===== src/nfha_cdiv.sv =====
// Three-stage divider by a constant: reciprocal multiply, back-multiply,
// single correction step. Depends on nothing but its parameters.
module nfha_cdiv #(
    parameter int unsigned XW      = 17,
    parameter int unsigned DIVISOR = 64
) (
    input  logic          i_clk,
    input  logic          i_rst_n,
    input  logic          i_valid,
    input  logic [XW-1:0] i_x,
    output logic          o_valid,
    output logic [XW-1:0] o_q
);

    // floor(2^XW / DIVISOR): estimate is at most one below the true quotient
    localparam logic [XW-1:0] RECIP = XW'((2 ** XW) / DIVISOR);
    localparam logic [XW-1:0] DIV_V = XW'(DIVISOR);

    logic [2:0]      r_vld;
    logic [2*XW-1:0] r_prod;
    logic [XW-1:0]   r_x1;
    logic [XW-1:0]   r_x2;
    logic [XW-1:0]   r_q0;
    logic [2*XW-1:0] r_qg;
    logic [XW-1:0]   r_q;
    logic [XW-1:0]   q_est;
    logic [XW-1:0]   rem;

    assign q_est = r_prod[2*XW-1:XW];
    assign rem   = r_x2 - r_qg[XW-1:0];

    // valid pipeline
    always_ff @(posedge i_clk) begin
        if (!i_rst_n) begin
            r_vld <= '0;
        end else begin
            r_vld <= {r_vld[1:0], i_valid};
        end
    end

    // datapath stages
    always_ff @(posedge i_clk) begin
        r_prod <= {{XW{1'b0}}, i_x} * {{XW{1'b0}}, RECIP};
        r_x1   <= i_x;
        r_q0   <= q_est;
        r_qg   <= {{XW{1'b0}}, q_est} * {{XW{1'b0}}, DIV_V};
        r_x2   <= r_x1;
        r_q    <= (rem >= DIV_V) ? r_q0 + XW'(1) : r_q0;
    end

    assign o_valid = r_vld[2];
    assign o_q     = r_q;

endmodule


===== config.mk =====
export PLATFORM = sky130hd
export DESIGN_NAME = nfha_cdiv
export DESIGN_NICKNAME = d
export VERILOG_FILES = /design/src/nfha_cdiv.sv
export SDC_FILE = /design/constraint.sdc
export NUM_CORES = 1
export LEC_CHECK = 0
export ABC_CLOCK_PERIOD_IN_PS = 800
export BUFFER_PORTS_ARGS = -buffer_cell sky130_fd_sc_hd__buf_2
export CAP_MARGIN = 5
export CELL_PAD_IN_SITES_DETAIL_PLACEMENT = 1
export CELL_PAD_IN_SITES_GLOBAL_PLACEMENT = 1
export CORE_MARGIN = 8
export CORE_UTILIZATION = 30
export CTS_CLUSTER_DIAMETER = 200
export DETAILED_ROUTE_END_ITERATION = 7
export PLACE_DENSITY = 0.69
export SYNTH_ARGS = -nofsm -noshare
export SYNTH_HDL_FRONTEND = slang
export SYNTH_SLANG_ARGS = --single-unit

===== constraint.sdc =====
create_clock -name i_clk -period 0.8 [get_ports i_clk]
set_input_delay 0.04 -clock i_clk [delete_from_list [all_inputs] [get_ports i_clk]]
set_output_delay 0.04 -clock i_clk [all_outputs]
set_load 0.01 [all_outputs]

Word level (Yosys, flattened, before mapping)

Cells that the tools add are included.

Add/subtract/negate cells: 2
Multipliers: 0
Divide/modulo/power cells: 0
$lt $le $gt $ge: 1
Equality and inequality tests: 0
Shift-type cells: 0
Muxes and demuxes: 1
Bitwise operators: 0
Reduce and logical (&&, ||, !) cells: 0

Operator list:

| cell                  | count |
|---|---|
| $ge 17x7->1 const B   | 1 |
| $sub 17x17->17        | 1 |
| $add 11x1->12 const B | 1 |
| $mux 11               | 1 |

Register bits: 65
Bits in latches: 0
RAM bits: 0
Bits in read-only memories: 0
Memories kept: 0

Logic depth before layout (Yosys ltp)

Depth after elaboration: 3
Gate-level depth with buffers: 1
Gate-level depth less buffers: 1

Least setup slack after synthesis

No wires, ideal clock.

Kind: reg-to-reg
From: reg r_vld[1]
To: reg r_vld[2]
Setup time: 115 ps
Data arrival time: 401 ps
Required time: 685 ps
Setup slack: 284 ps
Stages on the path, launching flop included: 2
Path buffers: 0
Path through: dfxtp_1 > and2_1

RTL lines:

| item                   | RTL line | RTL |
|---|---|---|
| from (decl)            | 19       | `logic [2:0] r_vld;` |
| from (signal assigned) | 37       | `r_vld <= {r_vld[1:0], i_valid};` |

No word-level cell between the ends.

Final worst setup path

From: reg r_q[4] (netlist: o_q[4])
To: out o_q[4]

RTL lines:

| item                   | RTL line | RTL |
|---|---|---|
| from (decl)            | 25       | `logic [XW-1:0] r_q;` |
| from (signal assigned) | 48       | `r_q <= (rem >= DIV_V) ? r_q0 + XW'(1) : r_q0;` |
| to (decl)              | 12       | `output logic [XW-1:0] o_q` |

No word-level cell between the ends.

==> flow_summary.yaml <==
grt:
  gr-total-overflow: 0
  busiest_layer: "met2"
  grt_use_met2_pct: 11.8
  grt_start_max_net_pins: 11
  antenna_found_initial: 0
  grt_pass1_wl_um: 1990
  grt_util_met1_pct: 4.07
  grt_use_total_pct: 6.49
  grt_pass1_vias: 466
  met3_usage_pct: 4.80
final_layout:
  area_growth_pct: 44.1
  register_area_um2: 724
  mostFrequentLayoutCells: "33 x dfxtp_1, 22 x buf_2, 13 x dlygate4sd3_1"
  final_common_cell: "dfxtp_1"
  fillers: 269
  multi_input_area_um2: 41.3
  finalNetCount: 110
  n_antenna_cell: 0
  utilization_pct: 45.9
  layout-drive-gt1-share_pct: 37.4
floorplan:
  die_y_um: 67.3
  die_area_um2: 4520
  die-width_um: 67.3
  start_util_pct: 31.8
  coreArea_um2: 2480
  rows: 18
  io_pins: 38
clocking:
  clk_latency_ns: 0.31
  cts_tree: "yes"
  cts_buffers: 5
  cts.sinks: 36
  cts_setup_buffers: 0
  cts_buffer_depth: 2
  htreeDepth: 2
  path_clk_slew_ns: 0.10
  root_buffer: "clkbuf_4"
synth:
  yosys.area.top_type: "dfxtp_1"
  synth_cells: 46
  ys_seq_elements: 36
  ys_warn_count: 0
  ys_seq_area_share_pct: 91.4
  synth_area_um2: 788
  synthTopCellsByArea: "dfxtp_1 91%, buf_4 5.7%, and2_1 2.4%"
  yosysTopAreaCellShare_pct: 91.4
  syn_area_per_cell_um2: 17.1
  synth_cell_types: 4
power:
  p_sw_share_pct: 19.3
  p_int_mw: 2.41
  power_frac_seq_pct: 63.7
  ir_drop_mv: 1.41
  p_leak_nw: 0.524
  power_frac_comb_pct: 5.1
  power.switching_uw: 578
  p_per_area_nw_per_um2: 2630
  p_clk_share_pct: 31.2
worst_setup_path:
  cp.required_ns: 0.76
  reg2reg_depth: 1
  path_cells: "buf_2"
  path_class: "reg2out"
  crit_family: "flip-flops"
  start_kind: "flip-flop"
  timing.critical_path.buf_inv: 1
  critPathMaxStageDelay_ns: 0.31
  cp_max_fo: 1
  path_depth: 1
  rrSetupSlack_ns: 0.26
  cp-end-kind: "output pin"
  cp.arrival_ns: 0.75
  crit_slowest_cell: "dfxtp_1"
worst_hold_path:
  holdPathStages: 0
  hp-class: "reg2reg"
sta:
  rsz0062_at_grt: "yes"
  hold_viol: 0
  clock.fmax_mhz: 1270
  fin_crit_sh_pct: 98.6
  period_minus_slack_ns: 0.789
  fin_skew_ns: 0.00655
  tns_ns: 0
  setup_viol: 0
  drv_slew: 0
drt:
  routed_via_density: 3.58
  drt-total-wl_um: 1340
  vias: 433
  drc: 0
  wire_per_inst_um: 11.1
  drtPass1Iterations: 4
  ant_nets: 0
  drt_iter0_markers: 9
placement:
  globalplace.congestion: 0.593
  io_buffers: 25
  dp_hpwl_um: 853
job:
  maxCapViolations: 0
run_status:
  status: "finished, final reports clean"
-- per-layer routing --
metal | vias to the layer above | wire (µm) | part of all wire (%)
met1 | 197 | 385 | 29
met4 | 0 | 17 | 1.3
met2 | 18 | 774 | 58
met3 | 2 | 164 | 12
met5 | - | 0 | 0
li1 | 216 | - | -
-- cell usage after synthesis (all sizes together) --
library cell	number
and2	3
dfxtp	36
conb	1
buf	6
-- cell type report --
type	count	area share, %
flip-flops and latches	36	63.8
repair buffers	38	24.1
clock buffers	8	5.18
multi-input cells	9	3.63
well taps	30	3.30
-- timing repair --
item	4_1_cts	5_1_grt
gates resized for setup	0	6
hold buffers	13	0
endpoints found under the setup margin	12	12
hold endpoints to repair	14	0
-- cell families (layout without fill, tap and decap cells) --
kind of cell	after synthesis	count (layout)	synth area share, %
buffers and inverters	6	46	5.71
other	1	6	0.476
and+or+nand+nor	3	3	2.38
DFF	36	36	91.4
-- power by group through the flow --
stage	clock, mW	combinational, mW	sequential (mW)
after floorplan	0	0.0376	1.96
after global placement	0	0.0938	1.94
after detailed placement	0	0.0954	1.95
after CTS	1.00	0.145	1.91
after global routing	1.08	0.165	1.92
final	0.933	0.153	1.91
-- path summary, 6_finish.rpt --
path	startpoint	end
setup / recovery	o_q[4]$_DFF_P_	o_q[4]
setup reg to reg	r_vld[1]$_SDFF_PN0_	r_vld[2]$_SDFF_PN0_
hold / removal	r_x2[10]$_DFF_P_	o_q[4]$_DFF_P_
hold reg to reg	r_x2[10]$_DFF_P_	o_q[4]$_DFF_P_
-- through the flow --
| step | setup slack (ns) | total power [mW] | cell area [µm²] | cells | hold slack [ns] |
|---|---|---|---|---|---|
| after floorplan | 0.284 | 2.00 | 807 | 51 | 0.0677 |
| after global placement | 0.277 | 2.04 | 925 | 100 | 0.143 |
| after detailed placement | 0.272 | 2.04 | 925 | 100 | 0.144 |
| after CTS | -0.0260 | 3.05 | 1110 | 121 | 0.330 |
| after global routing | -0.0510 | 3.17 | 1140 | 121 | 0.325 |
| final | 0.0111 | 2.99 | 1140 | 121 | 0.328 |
-- flip-flops by register name, summed over array words and instances, names as in the netlist --
signal  count
r_qg        1
r_x1       11
o_q        11
r_vld       3
r_x2       10
No activity file was read; power rests on OpenSTA's default activity.
